## src/csp_pkg.sv

```systemverilog
// ----------------------------------------------------------------------------
// csp_pkg
// Shared types, codes and helpers of the CAN serial command parser.
// ----------------------------------------------------------------------------
package csp_pkg;

  localparam int SEND_BUSES = 2;
  localparam int QDEPTH     = 2;
  localparam int QAW        = (QDEPTH > 1) ? $clog2(QDEPTH) : 1;

  localparam logic [7:0]  START_BYTE  = 8'hF1;
  localparam logic [7:0]  BINARY_BYTE = 8'hE7;
  localparam logic [19:0] SPEED_MAX   = 20'd1000000;

  // Command codes
  localparam logic [7:0] CMD_BUILD    = 8'd0;
  localparam logic [7:0] CMD_TSYNC    = 8'd1;
  localparam logic [7:0] CMD_DIGIN    = 8'd2;
  localparam logic [7:0] CMD_ANAIN    = 8'd3;
  localparam logic [7:0] CMD_DIGOUT   = 8'd4;
  localparam logic [7:0] CMD_SETUP    = 8'd5;
  localparam logic [7:0] CMD_PARAMS   = 8'd6;
  localparam logic [7:0] CMD_INFO     = 8'd7;
  localparam logic [7:0] CMD_SWMODE   = 8'd8;
  localparam logic [7:0] CMD_KEEPLIVE = 8'd9;
  localparam logic [7:0] CMD_SYSTYPE  = 8'd10;
  localparam logic [7:0] CMD_ECHO     = 8'd11;
  localparam logic [7:0] CMD_BUSCNT   = 8'd12;
  localparam logic [7:0] CMD_EXTBUS   = 8'd13;
  localparam logic [7:0] CMD_SETEXT   = 8'd14;

  // Configuration register indexes
  localparam logic REG_BUILD  = 1'b0;
  localparam logic REG_BUSCNT = 1'b1;

  typedef enum logic [3:0] {
    ST_IDLE, ST_CMD, ST_BUILD, ST_TSYNC, ST_DIGOUT,
    ST_SETUP, ST_SWMODE, ST_SYSTYPE, ST_ECHO, ST_EXTBUS
  } parse_state_t;

  typedef enum logic [2:0] {
    KIND_REPLY, KIND_CONSOLE, KIND_SEND, KIND_ECHO, KIND_BUS
  } kind_t;

  typedef struct packed {
    kind_t        kind;
    logic [3:0]   code;
    logic [7:0]   data_byte;
    logic [30:0]  id;
    logic         ext;
    logic [1:0]   fbus;
    logic [3:0]   len;
    logic [63:0]  data;
    logic         bidx;
    logic         ben;
    logic         blst;
    logic [19:0]  bspd;
    logic [31:0]  now;
    logic [1:0]   snap_en;
    logic [1:0]   snap_lst;
    logic [19:0]  snap_rate0;
    logic [19:0]  snap_rate1;
  } job_t;

  // Total reply length including start byte, code and checksum
  function automatic logic [4:0] reply_total(input logic [3:0] code);
    logic [4:0] n;
    case (code)
      CMD_TSYNC[3:0]:    n = 5'd7;
      CMD_DIGIN[3:0]:    n = 5'd4;
      CMD_ANAIN[3:0]:    n = 5'd17;
      CMD_PARAMS[3:0]:   n = 5'd13;
      CMD_INFO[3:0]:     n = 5'd9;
      CMD_KEEPLIVE[3:0]: n = 5'd5;
      CMD_BUSCNT[3:0]:   n = 5'd4;
      CMD_EXTBUS[3:0]:   n = 5'd18;
      default:           n = 5'd3;
    endcase
    return n;
  endfunction

endpackage

```

## src/csp_if.sv

```systemverilog
// ----------------------------------------------------------------------------
// csp interfaces
// Input byte, result and configuration channels.
// ----------------------------------------------------------------------------
interface csp_in_if;
  logic        valid;
  logic        ready;
  logic [7:0]  rx_byte;
  logic [31:0] now_us;
  modport source (output valid, rx_byte, now_us, input ready);
  modport sink   (input valid, rx_byte, now_us, output ready);
endinterface

interface csp_out_if;
  logic        valid;
  logic        ready;
  logic [2:0]  kind;
  logic [7:0]  out_byte;
  logic        last;
  logic [30:0] frame_id;
  logic        frame_ext;
  logic [1:0]  frame_bus;
  logic [3:0]  frame_len;
  logic [63:0] frame_data;
  logic        bus_index;
  logic        bus_enable;
  logic        bus_listen;
  logic [19:0] bus_speed;
  modport source (output valid, kind, out_byte, last, frame_id, frame_ext, frame_bus,
                  frame_len, frame_data, bus_index, bus_enable, bus_listen, bus_speed,
                  input ready);
  modport sink   (input valid, kind, out_byte, last, frame_id, frame_ext, frame_bus,
                  frame_len, frame_data, bus_index, bus_enable, bus_listen, bus_speed,
                  output ready);
endinterface

interface csp_cfg_if;
  logic        valid;
  logic        ready;
  logic        index;
  logic [15:0] data;
  modport source (output valid, index, data, input ready);
  modport sink   (input valid, index, data, output ready);
endinterface

```

## src/csp_front.sv

```systemverilog
// ----------------------------------------------------------------------------
// csp_front
// Parses host bytes, keeps frame and bus state, and queues one job per byte
// that causes results.
// ----------------------------------------------------------------------------
module csp_front import csp_pkg::*; (
  input  logic         clk,
  input  logic         rst,
  csp_in_if.sink       rx,
  input  logic [1:0]   bus_count,
  input  logic         q_full,
  output logic         push,
  output job_t         push_job
);

  parse_state_t parse_state, parse_state_next;
  logic [3:0]   step_count, step_count_next;
  logic [31:0]  word_accum, word_accum_next;
  logic [30:0]  cur_id, cur_id_next;
  logic         cur_ext, cur_ext_next;
  logic [1:0]   cur_bus, cur_bus_next;
  logic [3:0]   cur_len, cur_len_next;
  logic [7:0]   cur_data [8];
  logic [7:0]   cur_data_next [8];
  logic [1:0]   bus_enabled, bus_enabled_next;
  logic [1:0]   bus_listen_only, bus_listen_only_next;
  logic [19:0]  bus_rate [2];
  logic [19:0]  bus_rate_next [2];
  logic [7:0]   system_type, system_type_next;
  logic         binary_mode, binary_mode_next;

  logic        take;
  logic [7:0]  b;
  logic        in_frame;
  logic        frame_done;
  logic [1:0]  bus_mask;
  logic [3:0]  len_cap;
  logic [19:0] spd;
  logic        setup_apply;
  logic        setup_idx;
  logic        setup_allowed;
  logic [63:0] frame_bits;

  assign rx.ready = !q_full;
  assign take     = rx.valid && rx.ready;
  assign b        = rx.rx_byte;
  assign in_frame = (parse_state == ST_BUILD) || (parse_state == ST_ECHO);
  assign bus_mask = (parse_state == ST_BUILD) ? 2'b11 : 2'b01;
  assign len_cap  = (b[3:0] > 4'd8) ? 4'd8 : b[3:0];
  assign frame_done = (step_count > 4'd5) &&
                      ({1'b0, step_count} >= ({1'b0, cur_len} + 5'd6));

  // Word assembly, little end first
  always_comb begin
    if (step_count[1:0] == 2'd0) begin
      word_accum_next = {24'd0, b};
    end else begin
      word_accum_next = word_accum | ({24'd0, b} << {step_count[1:0], 3'b000});
    end
  end

  assign spd = (word_accum_next[19:0] > SPEED_MAX) ? SPEED_MAX : word_accum_next[19:0];
  assign setup_apply   = (parse_state == ST_SETUP) &&
                         ((step_count == 4'd3) || (step_count == 4'd7));
  assign setup_idx     = (step_count == 4'd7);
  assign setup_allowed = !setup_idx || (bus_count > 2'd1);

  always_comb begin
    for (int i = 0; i < 8; i++) begin
      frame_bits[8*i +: 8] = (4'(i) < cur_len) ? cur_data[i] : 8'd0;
    end
  end

  // Next parse state
  always_comb begin
    parse_state_next = parse_state;
    case (parse_state)
      ST_IDLE: begin
        if (b == START_BYTE) parse_state_next = ST_CMD;
      end
      ST_CMD: begin
        case (b)
          CMD_BUILD:  parse_state_next = ST_BUILD;
          CMD_TSYNC:  parse_state_next = ST_TSYNC;
          CMD_DIGIN, CMD_ANAIN, CMD_PARAMS, CMD_INFO, CMD_KEEPLIVE, CMD_BUSCNT,
          CMD_EXTBUS: parse_state_next = ST_IDLE;
          CMD_DIGOUT: parse_state_next = ST_DIGOUT;
          CMD_SETUP:  parse_state_next = ST_SETUP;
          CMD_SWMODE: parse_state_next = ST_SWMODE;
          CMD_SYSTYPE: parse_state_next = ST_SYSTYPE;
          CMD_ECHO:   parse_state_next = ST_ECHO;
          CMD_SETEXT: parse_state_next = ST_EXTBUS;
          default:    parse_state_next = ST_CMD;
        endcase
      end
      ST_BUILD, ST_ECHO: begin
        if (frame_done) parse_state_next = ST_IDLE;
      end
      ST_SETUP: begin
        if (step_count == 4'd7) parse_state_next = ST_IDLE;
      end
      ST_EXTBUS: begin
        if (step_count >= 4'd11) parse_state_next = ST_IDLE;
      end
      default: parse_state_next = ST_IDLE;
    endcase
  end

  // Data path and job output
  always_comb begin
    step_count_next      = step_count;
    cur_id_next          = cur_id;
    cur_ext_next         = cur_ext;
    cur_bus_next         = cur_bus;
    cur_len_next         = cur_len;
    cur_data_next        = cur_data;
    bus_enabled_next     = bus_enabled;
    bus_listen_only_next = bus_listen_only;
    bus_rate_next        = bus_rate;
    system_type_next     = system_type;
    binary_mode_next     = binary_mode;
    push                 = 1'b0;
    push_job             = '0;

    case (parse_state)
      ST_IDLE: begin
        if (b == BINARY_BYTE) begin
          binary_mode_next = 1'b1;
        end else if (b != START_BYTE) begin
          push               = 1'b1;
          push_job.kind      = KIND_CONSOLE;
          push_job.data_byte = b;
        end
      end
      ST_CMD: begin
        if (b <= CMD_SETEXT) step_count_next = 4'd0;
        case (b)
          CMD_TSYNC, CMD_DIGIN, CMD_ANAIN, CMD_PARAMS, CMD_INFO, CMD_KEEPLIVE,
          CMD_BUSCNT, CMD_EXTBUS: begin
            push                = 1'b1;
            push_job.kind       = KIND_REPLY;
            push_job.code       = b[3:0];
            push_job.now        = rx.now_us;
            push_job.snap_en    = bus_enabled;
            push_job.snap_lst   = bus_listen_only;
            push_job.snap_rate0 = bus_rate[0];
            push_job.snap_rate1 = bus_rate[1];
          end
          default: ;
        endcase
      end
      ST_BUILD, ST_ECHO: begin
        step_count_next = step_count + 4'd1;
        case (step_count)
          4'd0: cur_id_next = {23'd0, b};
          4'd1: cur_id_next[15:8]  = b;
          4'd2: cur_id_next[23:16] = b;
          4'd3: begin
            cur_id_next[30:24] = b[6:0];
            cur_ext_next       = b[7];
          end
          4'd4: cur_bus_next = b[1:0] & bus_mask;
          4'd5: cur_len_next = len_cap;
          default: begin
            if (!frame_done) cur_data_next[step_count[2:0] - 3'd6] = b;
          end
        endcase
        if (frame_done && ((parse_state == ST_ECHO) || (32'(cur_bus) < SEND_BUSES))) begin
          push          = 1'b1;
          push_job.kind = (parse_state == ST_ECHO) ? KIND_ECHO : KIND_SEND;
          push_job.id   = cur_id;
          push_job.ext  = cur_ext;
          push_job.fbus = cur_bus;
          push_job.len  = cur_len;
          push_job.data = frame_bits;
        end
      end
      ST_SETUP: begin
        step_count_next = step_count + 4'd1;
        if (setup_apply) begin
          if ((word_accum_next != 32'd0) && setup_allowed) begin
            if (word_accum_next[31]) begin
              bus_enabled_next[setup_idx]     = word_accum_next[30];
              bus_listen_only_next[setup_idx] = word_accum_next[29];
            end else begin
              bus_enabled_next[setup_idx] = 1'b1;
            end
            bus_rate_next[setup_idx] = spd;
          end else begin
            bus_enabled_next[setup_idx] = 1'b0;
          end
          push          = 1'b1;
          push_job.kind = KIND_BUS;
          push_job.bidx = setup_idx;
          push_job.ben  = bus_enabled_next[setup_idx];
          push_job.blst = bus_listen_only_next[setup_idx];
          push_job.bspd = bus_rate_next[setup_idx];
        end
      end
      ST_EXTBUS: step_count_next = step_count + 4'd1;
      ST_SYSTYPE: system_type_next = b;
      default: ;
    endcase
    push = push && take;
  end

  always_ff @(posedge clk) begin
    if (rst) begin
      parse_state     <= ST_IDLE;
      step_count      <= '0;
      word_accum      <= '0;
      cur_id          <= '0;
      cur_ext         <= 1'b0;
      cur_bus         <= '0;
      cur_len         <= '0;
      cur_data        <= '{default: 8'd0};
      bus_enabled     <= '0;
      bus_listen_only <= '0;
      bus_rate        <= '{default: 20'd0};
      system_type     <= '0;
      binary_mode     <= 1'b0;
    end else if (take) begin
      parse_state     <= parse_state_next;
      step_count      <= step_count_next;
      if ((parse_state == ST_SETUP) || (parse_state == ST_EXTBUS)) begin
        word_accum <= word_accum_next;
      end
      cur_id          <= cur_id_next;
      cur_ext         <= cur_ext_next;
      cur_bus         <= cur_bus_next;
      cur_len         <= cur_len_next;
      cur_data        <= cur_data_next;
      bus_enabled     <= bus_enabled_next;
      bus_listen_only <= bus_listen_only_next;
      bus_rate        <= bus_rate_next;
      system_type     <= system_type_next;
      binary_mode     <= binary_mode_next;
    end
  end

  // in_frame only used for the cross-check below
  frame_state_a: assert property (@(posedge clk) disable iff (rst)
    (take && in_frame && frame_done) |=> (parse_state == ST_IDLE))
    else $error("frame end did not return to idle");

  setup_end_a: assert property (@(posedge clk) disable iff (rst)
    (take && (parse_state == ST_SETUP) && (step_count == 4'd7)) |=>
      (parse_state == ST_IDLE))
    else $error("bus setup did not end after second word");

  len_cap_a: assert property (@(posedge clk) disable iff (rst) cur_len <= 4'd8)
    else $error("frame length above cap");

endmodule

```

## src/csp_queue.sv

```systemverilog
// ----------------------------------------------------------------------------
// csp_queue
// Short job queue between the parser and the result generator.
// ----------------------------------------------------------------------------
module csp_queue import csp_pkg::*; (
  input  logic clk,
  input  logic rst,
  input  logic push,
  input  job_t push_job,
  input  logic pop,
  output logic full,
  output logic head_valid,
  output job_t head
);

  localparam int CW = $clog2(QDEPTH + 1);

  job_t           mem [QDEPTH];
  logic [QAW-1:0] wr_ptr;
  logic [QAW-1:0] rd_ptr;
  logic [CW-1:0]  count;

  assign full       = (count == CW'(QDEPTH));
  assign head_valid = (count != '0);
  assign head       = mem[rd_ptr];

  always_ff @(posedge clk) begin
    if (push) mem[wr_ptr] <= push_job;
  end

  always_ff @(posedge clk) begin
    if (rst) begin
      wr_ptr <= '0;
      rd_ptr <= '0;
      count  <= '0;
    end else begin
      if (push) wr_ptr <= (wr_ptr == QAW'(QDEPTH - 1)) ? '0 : wr_ptr + 1'b1;
      if (pop)  rd_ptr <= (rd_ptr == QAW'(QDEPTH - 1)) ? '0 : rd_ptr + 1'b1;
      count <= count + CW'(push) - CW'(pop);
    end
  end

  no_overflow_a: assert property (@(posedge clk) disable iff (rst) push |-> !full)
    else $error("push into full queue");

  no_underflow_a: assert property (@(posedge clk) disable iff (rst) pop |-> head_valid)
    else $error("pop from empty queue");

  count_track_a: assert property (@(posedge clk) disable iff (rst)
    (push && !pop) |=> (count == $past(count) + CW'(1)))
    else $error("queue count out of step");

endmodule

```

## src/csp_back.sv

```systemverilog
// ----------------------------------------------------------------------------
// csp_back
// Expands queued jobs into result items; replies go out byte by byte with
// a running XOR checksum.
// ----------------------------------------------------------------------------
module csp_back import csp_pkg::*; (
  input  logic         clk,
  input  logic         rst,
  input  logic         head_valid,
  input  job_t         head,
  input  logic [15:0]  build_number,
  input  logic [1:0]   bus_count,
  output logic         pop,
  csp_out_if.source    tx
);

  logic [4:0]  idx;
  logic [7:0]  chk;
  logic [4:0]  total;
  logic        final_item;
  logic        advance;
  logic        fire;
  logic [4:0]  k;
  logic [7:0]  body;
  logic [7:0]  rbyte;

  logic        valid;
  logic [2:0]  kind;
  logic [7:0]  out_byte;
  logic        last;
  logic [30:0] frame_id;
  logic        frame_ext;
  logic [1:0]  frame_bus;
  logic [3:0]  frame_len;
  logic [63:0] frame_data;
  logic        bus_index;
  logic        bus_enable;
  logic        bus_listen;
  logic [19:0] bus_speed;

  assign total      = (head.kind == KIND_REPLY) ? reply_total(head.code) : 5'd1;
  assign final_item = (idx == total - 5'd1);
  assign advance    = !valid || tx.ready;
  assign fire       = head_valid && advance;
  assign pop        = fire && final_item;
  assign k          = idx - 5'd2;

  always_comb begin
    body = 8'd0;
    case ({4'd0, head.code})
      CMD_TSYNC: begin
        case (k)
          5'd0: body = head.now[7:0];
          5'd1: body = head.now[15:8];
          5'd2: body = head.now[23:16];
          5'd3: body = head.now[31:24];
          default: body = 8'd0;
        endcase
      end
      CMD_PARAMS: begin
        case (k)
          5'd0: body = {3'd0, head.snap_lst[0], 3'd0, head.snap_en[0]};
          5'd1: body = head.snap_rate0[7:0];
          5'd2: body = head.snap_rate0[15:8];
          5'd3: body = {4'd0, head.snap_rate0[19:16]};
          5'd5: body = {3'd0, head.snap_lst[1], 3'd0, head.snap_en[1]};
          5'd6: body = head.snap_rate1[7:0];
          5'd7: body = head.snap_rate1[15:8];
          5'd8: body = {4'd0, head.snap_rate1[19:16]};
          default: body = 8'd0;
        endcase
      end
      CMD_INFO: begin
        case (k)
          5'd0: body = build_number[7:0];
          5'd1: body = build_number[15:8];
          5'd2: body = 8'h20;
          default: body = 8'd0;
        endcase
      end
      CMD_KEEPLIVE: begin
        case (k)
          5'd0: body = 8'hDE;
          5'd1: body = 8'hAD;
          default: body = 8'd0;
        endcase
      end
      CMD_BUSCNT: body = {6'd0, bus_count};
      default: body = 8'd0;
    endcase
  end

  always_comb begin
    if (idx == 5'd0)      rbyte = START_BYTE;
    else if (idx == 5'd1) rbyte = {4'd0, head.code};
    else if (final_item)  rbyte = chk;
    else                  rbyte = body;
  end

  always_ff @(posedge clk) begin
    if (rst) begin
      idx   <= '0;
      chk   <= '0;
      valid <= 1'b0;
    end else begin
      if (fire) begin
        valid <= 1'b1;
        idx   <= final_item ? 5'd0 : idx + 5'd1;
        chk   <= final_item ? 8'd0 : chk ^ rbyte;
      end else if (tx.ready) begin
        valid <= 1'b0;
      end
    end
  end

  // Payload register: load on each produced item
  always_ff @(posedge clk) begin
    if (fire) begin
      kind       <= head.kind;
      last       <= final_item;
      out_byte   <= (head.kind == KIND_REPLY)   ? rbyte :
                    (head.kind == KIND_CONSOLE) ? head.data_byte : 8'd0;
      frame_id   <= head.id;
      frame_ext  <= head.ext;
      frame_bus  <= head.fbus;
      frame_len  <= head.len;
      frame_data <= head.data;
      bus_index  <= head.bidx;
      bus_enable <= head.ben;
      bus_listen <= head.blst;
      bus_speed  <= head.bspd;
    end
  end

  assign tx.valid      = valid;
  assign tx.kind       = kind;
  assign tx.out_byte   = out_byte;
  assign tx.last       = last;
  assign tx.frame_id   = frame_id;
  assign tx.frame_ext  = frame_ext;
  assign tx.frame_bus  = frame_bus;
  assign tx.frame_len  = frame_len;
  assign tx.frame_data = frame_data;
  assign tx.bus_index  = bus_index;
  assign tx.bus_enable = bus_enable;
  assign tx.bus_listen = bus_listen;
  assign tx.bus_speed  = bus_speed;

  idx_range_a: assert property (@(posedge clk) disable iff (rst)
    head_valid |-> (idx < total))
    else $error("reply index beyond reply length");

  idx_reset_a: assert property (@(posedge clk) disable iff (rst)
    pop |=> (idx == 5'd0))
    else $error("reply index not cleared after job");

  start_byte_a: assert property (@(posedge clk) disable iff (rst)
    (fire && (head.kind == KIND_REPLY) && (idx == 5'd0)) |=> (out_byte == START_BYTE))
    else $error("reply did not open with start byte");

endmodule

```

## src/can_serial_command_parser.sv

```systemverilog
// ----------------------------------------------------------------------------
// can_serial_command_parser
// Host byte parser for a CAN adapter: console pass-through, frame assembly,
// bus setup and checksummed query replies.
//
//   channel  dir  handshake     payload
//   rx       in   valid/ready   rx_byte, now_us
//   tx       out  valid/ready   kind, out_byte, last, frame_*, bus_*
//   cfg      in   valid/ready   index, data
//
// The parser takes one byte a cycle while the two-entry job queue has room.
// Each job leaves as one or more results, one a cycle while tx accepts them; a reply
// is 4 to 18 bytes long, set by the byte sequencer in the back end.
// rst is synchronous and clears parser, queue and result register.
// A stalled tx holds the result register; the queue then fills and rx.ready drops.
// ----------------------------------------------------------------------------
module can_serial_command_parser import csp_pkg::*; (
  input  logic      clk,
  input  logic      rst,
  csp_in_if.sink    rx,
  csp_out_if.source tx,
  csp_cfg_if.sink   cfg
);

  logic [15:0] build_number;
  logic [1:0]  bus_count;
  logic        push;
  logic        pop;
  logic        q_full;
  logic        head_valid;
  job_t        push_job;
  job_t        head;

  assign cfg.ready = 1'b1;

  always_ff @(posedge clk) begin
    if (rst) begin
      build_number <= '0;
      bus_count    <= 2'd2;
    end else if (cfg.valid) begin
      case (cfg.index)
        REG_BUILD:  build_number <= cfg.data;
        REG_BUSCNT: bus_count    <= cfg.data[1:0];
        default: ;
      endcase
    end
  end

  csp_front u_front (
    .clk       (clk),
    .rst       (rst),
    .rx        (rx),
    .bus_count (bus_count),
    .q_full    (q_full),
    .push      (push),
    .push_job  (push_job)
  );

  csp_queue u_queue (
    .clk        (clk),
    .rst        (rst),
    .push       (push),
    .push_job   (push_job),
    .pop        (pop),
    .full       (q_full),
    .head_valid (head_valid),
    .head       (head)
  );

  csp_back u_back (
    .clk          (clk),
    .rst          (rst),
    .head_valid   (head_valid),
    .head         (head),
    .build_number (build_number),
    .bus_count    (bus_count),
    .pop          (pop),
    .tx           (tx)
  );

endmodule

```

## src/flat_wrapper.sv

```systemverilog
// flat-port wrapper written by rule: the top's interface ports become plain ports
module can_serial_command_parser_flat import csp_pkg::*;
  (clk, rst, rx_valid, rx_rx_byte, rx_now_us, rx_ready, tx_valid, tx_kind, tx_out_byte, tx_last, tx_frame_id, tx_frame_ext, tx_frame_bus, tx_frame_len, tx_frame_data, tx_bus_index, tx_bus_enable, tx_bus_listen, tx_bus_speed, tx_ready, cfg_valid, cfg_index, cfg_data, cfg_ready);
  csp_in_if rx_i ();
  csp_out_if tx_i ();
  csp_cfg_if cfg_i ();
  input  logic clk;
  input  logic rst;
  input wire logic [$bits(rx_i.valid)-1:0] rx_valid;
  input wire logic [$bits(rx_i.rx_byte)-1:0] rx_rx_byte;
  input wire logic [$bits(rx_i.now_us)-1:0] rx_now_us;
  output wire logic [$bits(rx_i.ready)-1:0] rx_ready;
  output wire logic [$bits(tx_i.valid)-1:0] tx_valid;
  output wire logic [$bits(tx_i.kind)-1:0] tx_kind;
  output wire logic [$bits(tx_i.out_byte)-1:0] tx_out_byte;
  output wire logic [$bits(tx_i.last)-1:0] tx_last;
  output wire logic [$bits(tx_i.frame_id)-1:0] tx_frame_id;
  output wire logic [$bits(tx_i.frame_ext)-1:0] tx_frame_ext;
  output wire logic [$bits(tx_i.frame_bus)-1:0] tx_frame_bus;
  output wire logic [$bits(tx_i.frame_len)-1:0] tx_frame_len;
  output wire logic [$bits(tx_i.frame_data)-1:0] tx_frame_data;
  output wire logic [$bits(tx_i.bus_index)-1:0] tx_bus_index;
  output wire logic [$bits(tx_i.bus_enable)-1:0] tx_bus_enable;
  output wire logic [$bits(tx_i.bus_listen)-1:0] tx_bus_listen;
  output wire logic [$bits(tx_i.bus_speed)-1:0] tx_bus_speed;
  input wire logic [$bits(tx_i.ready)-1:0] tx_ready;
  input wire logic [$bits(cfg_i.valid)-1:0] cfg_valid;
  input wire logic [$bits(cfg_i.index)-1:0] cfg_index;
  input wire logic [$bits(cfg_i.data)-1:0] cfg_data;
  output wire logic [$bits(cfg_i.ready)-1:0] cfg_ready;
  assign rx_i.valid = rx_valid;
  assign rx_i.rx_byte = rx_rx_byte;
  assign rx_i.now_us = rx_now_us;
  assign rx_ready = rx_i.ready;
  assign tx_valid = tx_i.valid;
  assign tx_kind = tx_i.kind;
  assign tx_out_byte = tx_i.out_byte;
  assign tx_last = tx_i.last;
  assign tx_frame_id = tx_i.frame_id;
  assign tx_frame_ext = tx_i.frame_ext;
  assign tx_frame_bus = tx_i.frame_bus;
  assign tx_frame_len = tx_i.frame_len;
  assign tx_frame_data = tx_i.frame_data;
  assign tx_bus_index = tx_i.bus_index;
  assign tx_bus_enable = tx_i.bus_enable;
  assign tx_bus_listen = tx_i.bus_listen;
  assign tx_bus_speed = tx_i.bus_speed;
  assign tx_i.ready = tx_ready;
  assign cfg_i.valid = cfg_valid;
  assign cfg_i.index = cfg_index;
  assign cfg_i.data = cfg_data;
  assign cfg_ready = cfg_i.ready;
  can_serial_command_parser u_core (.clk(clk), .rst(rst), .rx(rx_i), .tx(tx_i), .cfg(cfg_i));
endmodule
```

## config.mk

```make
export PLATFORM = sky130hd
export DESIGN_NAME = can_serial_command_parser_flat
export DESIGN_NICKNAME = d
export VERILOG_FILES = /design/src/csp_pkg.sv /design/src/csp_if.sv /design/src/csp_front.sv /design/src/csp_queue.sv /design/src/csp_back.sv /design/src/can_serial_command_parser.sv /design/src/flat_wrapper.sv
export SDC_FILE = /design/constraint.sdc
export NUM_CORES = 1
export LEC_CHECK = 0
export BUFFER_PORTS_ARGS = -buffer_cell sky130_fd_sc_hd__buf_2
export CAP_MARGIN = 20
export CORE_MARGIN = 2
export CORE_UTILIZATION = 40
export DETAILED_ROUTE_END_ITERATION = 12
export GPL_TIMING_DRIVEN = 1
export HOLD_SLACK_MARGIN = 0.03
export PLACE_DENSITY = 0.7
export SLEW_MARGIN = 20
export SYNTH_ARGS = -nofsm -noshare
export SYNTH_HDL_FRONTEND = slang
export SYNTH_HIERARCHICAL = 1
export SYNTH_SLANG_ARGS = --single-unit
export TNS_END_PERCENT = 20
```

## constraint.sdc

```tcl
create_clock -name clk -period 15.2 [get_ports clk]
set_input_delay 3.04 -clock clk [delete_from_list [all_inputs] [get_ports clk]]
set_output_delay 3.04 -clock clk [all_outputs]
set_load 0.02 [all_outputs]
```

==> metrics, run 1 <==
final worst-path cycle share 40.8%; largest net degree at the start of global routing 160; Std-Cell Rows 106; die width 294 µm; Yosys top cell by area edfxtp_1; Post-DP HPWL 48,800 µm; Inserted Clock Buffers 76; CTS tree built; hold_ws 447 ps; WP buf/inv 2; Synth Warn # 6; Clock Tree Root clkbuf_16; fmax 161 MHz; Resized Gates After CTS 0; prevailing post-synth register cell edfxtp_1; multiplexer share of the synthesized area 11.6%; Worst setup SP type input pin; Cells after DPL 3,659; final hold violations 0; asr flop ratio synth 0%; Reg2Reg Setup Slack 9510 ps; post-CTS setup repair buffer count 0; fin cells 3,803; Setup violations, final 0; Yosys top cell area share 50.8%; Seq cells post-synth 792; first-pass GRT wire length 117,000 µm; Hold/Removal Path Class flop to flop; simple-gate area share of the yosys netlist 11.7%; Max Cap Viol 0; GRT Overall Usage 17.3%; compound-gate portion of the synthesized area 8.24%; min Tclk post-route 6200 ps; mean post-synth cell area 13.4 µm²; # nets final 2,744; final worst setup slack 9000 ps; Port-buffer cells 200; Longest Clk Path Bufs 3; Core Area 83,400 µm²; hold-fix buffers at CTS 0; crit-path max FO 159; Leakage 13.6 nW; gr ovfl total 0; Layout Skew 33.9 ps; post-place setup slack 8380 ps; largest family of logic cells by synthesized area simple AND/OR/NAND/NOR gates; Netlist cell types 99; Worst path slowest cell and2_4; via count 20,300; status complete, no violations; TritonRoute pass-1 iters 5; WP data required 15,430 ps; Setup TNS 0 ps; # IOs 202; Peak VDD IR 0.106 mV; XOR/XNOR share of the synthesized area 0.432%; insertion delay to the later sink of the worst-skew pair 640 ps; unrepaired setup endpoints after global routing no; CP cell instances buf_2 -> or3b_2 -> o41ai_1 -> nor2_1 -> nor3_1 -> a21oi_1 -> and2_4 -> buf_12; number of DRC markers in iteration 0 1,923; worst setup path class input pin to flop; crit path DAT 6430 ps; routed length per instance 20.2 µm; syn nets 2,595; vias in the first global route 19,700; Worst slew margin 22.9%; Top delay family on crit path simple AND/OR/NAND/NOR gates; Final ANT Viol Nets 0; initial antenna violation count 1; CTS H-tree lvls 3; Seq/Total Area, Yosys 64.1%; pin slew with the least headroom to its limit 1130 ps; CP Capture Type flop; drt drc 0; pwr dens 158 nW/µm²; Cell Area, Synth 33,600 µm²; Syn Inst Count 2,509; GP Congestion 0.868; post-synthesis adder-cell area fraction 0.893%; P&R area growth vs syn 13.0%; Starting Density 40.3%; slowest stage delay, CP 780 ps; share of cells above drive strength 1 22.2%; die area 86,400 µm²; Total Wirelength 76,600 µm; Post-synth EDFFs 569; # clock sinks 792; dominant cells by area after synthesis edfxtp_1 51%, dfxtp_1 13%, mux2_4 6.2%, mux2_2 2.7%, and2_1 2.6%; vias per cell 5.35; clock slew at reported path FFs 60 ps; Die H 294 µm; fin. max-slew vios 0
## per-stage QoR
step | area (µm²) | power [W] | utilization (%)
CTS | 38000 | 0.00609 | 45.5
finish | 38000 | 0.00602 | 45.6
floorplan | 33600 | 0.00386 | -
global placement | 35500 | 0.00418 | 42.5
global route | 38000 | 0.00626 | 45.6
detailed placement | 35500 | 0.00419 | 42.5
## where the power goes
part,switching (W),internal [W],leakage (nW),total (W)
clock network,0.000822,0.00107,1.22,0.00189
registers,0.000118,0.00276,7.17,0.00288
logic,0.000769,0.000478,5.17,0.00125
## layout make-up
class,instances,area [µm²]
well taps,1080,1350
flip-flops and latches,792,21600
diodes,1,2.50
clock buffers,102,2080
multi-input cells,1496,11000
fillers,7314,45400
inverters,60,230
repair buffers,232,1310
clock inverters,40,452
## synthesized netlist by cell type (7+ instances only)
cell,number
edfxtp_1,569
nor2_1,228
dfxtp_1,223
and2_1,141
mux2_4,140
a21oi_1,116
nand2_1,105
clkbuf_1,103
mux2i_1,84
mux2_2,82
nor3_1,62
o21ai_0,59
inv_1,57
nand3_1,46
a22oi_1,41
nand2b_1,30
and3_1,29
a211oi_1,25
buf_2,25
ha_1,24
buf_6,23
a22o_1,20
nor2b_1,19
o211ai_1,17
a221oi_1,15
nor3b_1,15
a31oi_1,13
nor4_1,12
nand4bb_1,11
nand3b_1,9
o21ai_1,9
nand4_1,8
a211o_1,7
a21o_1,7
or3_1,7
xnor2_1,7
xor2_1,7
## path summary, 6_finish.rpt
path                              from                   endpoint  cells past startpoint
min reg2reg  u_core/u_front/cur_id[26]  u_core/u_front/cur_id[26]                      2
min          u_core/u_front/cur_id[26]  u_core/u_front/cur_id[26]                      2
max reg2reg                       flop    u_core/u_queue/count[1]                     16
max                      rx_rx_byte[3]  u_core/u_queue/mem[1][89]                      8
## metal layers
layer	vias up	routed length, µm	track usage, %	share of wire, %
met5	-	7	0	0.0091
met4	2	1460	4.75	1.9
met3	94	4180	2.75	5.5
met2	592	37400	28.4	49
met1	10100	33600	23.8	44
li1	9565	-	-	-
## cell usage in the layout (no fill, tap or decap), types with 25 or more instances in the layout
master and n:
a211oi_1 25, a21oi_1 116, a22oi_1 41, and2_1 140, and3_1 29, buf_2 199
buf_4 28, clkbuf_16 77, dfxtp_1 222, edfxtp_1 569, inv_1 57, mux2_2 82
mux2_4 140, mux2i_1 84, nand2_1 105, nand2b_1 30, nand3_1 46, nor2_1 227
nor3_1 62, o21ai_0 58
## flip-flops by register name, summed over array words and instances (netlist names), 3 cells and up, named ones only
register / cells
u_core/u_queue/mem: 432
u_core/u_back/tx.frame_data: 64
u_core/u_front/cur_data: 64
u_core/u_front/bus_rate: 40
u_core/u_front/word_accum: 32
u_core/u_back/tx.frame_id: 31
u_core/u_front/cur_id: 31
u_core/u_back/tx.bus_speed: 20
u_core/build_number: 16
u_core/u_back/chk: 8
u_core/u_back/tx.out_byte: 8
u_core/u_back/idx: 5
u_core/u_back/tx.frame_len: 4
u_core/u_front/cur_len: 4
u_core/u_front/parse_state: 4
u_core/u_front/step_count: 4
u_core/u_back/tx.kind: 3
## worst min-delay path: cells and delay by family (launching register included)
kind	cells	cell delay [ps]
flip-flops	1	310
AND/OR/NAND/NOR	1	50
AO/OA/AOI/OAI	1	50
## cells by family after synthesis
family | after synthesis
compound gates | 395
xor+xnor | 15
fa+ha+maj | 24
buf+inv | 221
flops | 792
mux | 307
other cells | 1
simple gates | 754
Power figures use the tool's default switching activity.
==> inputs of run 2 (changes only) <==
Settings changed: ABC_AREA from default to 1, PLACE_DENSITY 0.7 to 0.68.
Clock period 15.2 ns to 6.5 ns, I/O delays scaled along.
==> run 2 against run 1 <==
Compared with the run above: register-to-register slack lost 7500 ps; die area grew 2.4%; synthesized cell count grew 29%; cell area grew 2.4%; setup slack lost 7000 ps; first-iteration DRC count grew 17%; clock power grew 140%; area after synthesis grew 2.4%; critical path depth grew 3; largest cell class unchanged; largest power group unchanged; highest routed layer unchanged.
==> metrics, run 2 <==
Clock Tree Root clkbuf_16; Worst slew margin 24.1% (+1.2 points); drt drc 0 (unchanged); Netlist cell types 47 (-53%); Peak VDD IR 0.251 mV (+140%); Total Wirelength 80,400 µm (+4.9%); CP dominant cell by count buf_4; Worst setup SP type flop; fin cells 4,614 (+21%); simple-gate area share of the yosys netlist 16.3% (+4.6 points); post-place setup slack 1960 ps (-6430 ps); Synth Warn # 6 (unchanged); final worst setup slack 2000 ps (-7000 ps); Leakage 15.3 nW (+13%); mean post-synth cell area 10.6 µm² (-21%); XOR/XNOR share of the synthesized area 0.153% (-0.28 points); fin util 45.7% (+0.094 points); Post-synth EDFFs 569 (unchanged); fmax 222 MHz; prevailing post-synth register cell edfxtp_1; die area 88,500 µm² (+2.4%); Starting Density 40.4% (+0.078 points); CP cell instances inv_2 -> ha_1 -> inv_4 -> nand3_1 -> a21oi_1 -> nand4_1 -> a41oi_1 -> buf_4 -> nand2_1 -> inv_8 -> buf_4; Seq/Total Area, Yosys 62.6% (-1.5 points); pwr dens 365 nW/µm² (+130%); WP data required 6800 ps (-8630 ps); initial antenna violation count 1 (unchanged); hold-fix buffers at CTS 0 (unchanged); Final ANT Viol Nets 0 (unchanged); largest net degree at the start of global routing 118 (-26%); GR Util met1 24.5% (+0.77 points); worst setup path class flop to flop; first-pass GRT wire length 123,000 µm (+5.2%); multiplexer share of the synthesized area 8.59% (-3.0 points); Die H 297 µm (+1.2%); share of cells above drive strength 1 18.3% (-3.9 points); largest registers u_core/u_queue/mem: 432 flops, u_core/u_back/tx.frame_data: 64 flops, u_core/u_front/cur_data: 64 flops; # clock sinks 792 (unchanged); fin. max-slew vios 0 (unchanged); Std-Cell Rows 107 (+0.94%); max reg flops 432 (unchanged); Seq cells post-synth 792 (unchanged); min Tclk post-route 4500 ps; largest family of logic cells by synthesized area simple AND/OR/NAND/NOR gates; compound-gate portion of the synthesized area 5.30% (-2.9 points); Yosys top cell area share 49.6% (-1.2 points); Longest Clk Path Bufs 3 (unchanged); Layout Skew 22.7 ps (-11.1 ps); Post-DP HPWL 52,200 µm (+7.0%); asr flop ratio synth 0% (unchanged); via count 22,800 (+12%); vias in the first global route 21,600 (+9.4%); # nets final 3,490 (+27%); crit-path max FO 85 (-47%); Inserted Clock Buffers 78 (+2.6%); clock slew at reported path FFs 60 ps (about the same); TritonRoute pass-1 iters 8 (+3); final worst-path cycle share 69.3%; met3 Resource Use GR 2.28% (-0.47 points); routed length per instance 17.4 µm (-14%); Max Cap Viol 0 (unchanged); crit path DAT 4800 ps (-1630 ps); pin slew with the least headroom to its limit 1140 ps (+11.1 ps); commonest non-fill, non-tap cell in the layout nand2_1; dominant cells by area after synthesis edfxtp_1 50%, dfxtp_1 13%, nand2_1 7.0%, mux2_4 6.1%, nor2_1 4.7%; P&R area growth vs syn 13.1% (about the same); post-synthesis adder-cell area fraction 0.872% (-0.021 points); post-CTS setup repair buffer count 0 (unchanged); Worst path slowest cell dfxtp_1; number of DRC markers in iteration 0 2,247 (+17%); # IOs 202 (unchanged); CTS tree built; slowest stage delay, CP 910 ps (+130 ps); Setup violations, final 0 (unchanged); global routing's busiest layer met2; status complete, no violations; gr ovfl total 0 (unchanged); CTS H-tree lvls 3 (unchanged); Reg2Reg Setup Slack 2000 ps (-7510 ps); unrepaired setup endpoints after global routing no; final hold violations 0 (unchanged); Hold/Removal Path Class flop to flop; GP Congestion 0.843 (-2.9%); vias per cell 4.94 (-7.6%); most frequent cells in the layout 643 x nand2_1, 569 x edfxtp_1, 433 x nor2_1, 329 x inv_1, 222 x dfxtp_1; insertion delay to the later sink of the worst-skew pair 640 ps (about the same); Syn Inst Count 3,241 (+29%); Yosys top cell by area edfxtp_1; GR Layer Usage met2 28.3% (-0.14 points); Core Area 85,300 µm² (+2.2%); top cells by count, synth 643 x nand2_1, 569 x edfxtp_1, 435 x nor2_1, 332 x inv_1, 223 x dfxtp_1; Most flops, register u_core/u_queue/mem; syn nets 3,327 (+28%); most common cell in the netlist nand2_1; Cells after DPL 4,468 (+22%); hold_ws 450 ps (+2.45 ps); Port-buffer cells 200 (unchanged); Final Cell Area 38,900 µm² (+2.4%); Resized Gates After CTS 0 (unchanged); fill count 7,849 (+7.3%); die width 297 µm (+1.2%); Cell Area, Synth 34,400 µm² (+2.4%); CP Capture Type flop; DP Area 36,400 µm² (+2.6%); GRT Overall Usage 17.6% (+0.27 points)
==> run 2: cell types whose count changed after synthesis, moves of 30 or more <==
cell	change
a21oi_1	+72
inv_1	+275
nand3_1	+141
nor2_1	+207
o21ai_0	+57
clkbuf_1	-41
a22oi_1	-41
nand2b_1	-30
and2_1	-140
mux2i_1	-84
nor3_1	-39
nand2_1	+538
==> run 2: cell families after synthesis <==
| kind of cell | count (synthesis) |
|---|---|
| multiplexers | 216 |
| other | 1 |
| AO/OA/AOI/OAI | 344 |
| buffers and inverters | 499 |
| adder cells (fa/ha/maj) | 24 |
| XOR/XNOR | 6 |
| AND/OR/NAND/NOR | 1359 |
| flip-flops | 792 |
==> run 2: layout make-up <==
cell class	count	area [µm²]	area share (%)
Multi-Input combinational cell	1950	10800	27.6
Sequential cell	792	21600	55.3
Clock buffer	112	2230	5.73
Antenna cell	1	2.50	0.00643
Timing Repair Buffer	227	1270	3.26
Tap cell	1144	1430	3.68
Inverter	355	1350	3.46
Clock inverter	33	342	0.877
==> run 2: layer usage <==
layer / share of wire (%) / wire length (µm) / vias to the layer above
met3: 5.3 / 4300 / 124
li1: - / - / 11100
met5: 0.0087 / 7 / -
met4: 2.6 / 2080 / 2
met1: 45 / 36200 / 10900
met2: 47 / 37900 / 660
==> run 2: worst max-delay path: cells and delay by family (launching register included) <==
kind	cells	cell delay, ps
DFF	1	910
adders and majority gates	1	530
buffers and inverters	5	1820
AOI/OAI and AO/OA	2	410
and+or+nand+nor	3	410
==> run 2: through the flow <==
step | power [W] | setup TNS [ps]
CTS | 0.0144 | 0
finish | 0.0142 | 0
global route | 0.0148 | 0
global placement | 0.00984 | 0
floorplan | 0.00898 | -208090
detailed placement | 0.00986 | 0
==> run 2: where the power goes <==
part	leakage, nW	total, W	internal [W]	switching [W]
clock	1.25	0.00448	0.00257	0.00191
sequential	7.31	0.00673	0.00646	0.000277
combinational	6.71	0.00299	0.00106	0.00192
==> run 2: final timing paths <==
check                                                   from                    endpoint  cells after the start
worst max-delay path            u_core/u_front/step_count[0]  u_core/u_queue/mem[1][144]                     11
worst min-delay path                u_core/u_front/cur_id[6]    u_core/u_front/cur_id[6]                      2
worst max register to register  u_core/u_front/step_count[0]  u_core/u_queue/mem[1][144]                     11
worst min register to register      u_core/u_front/cur_id[6]    u_core/u_front/cur_id[6]                      2
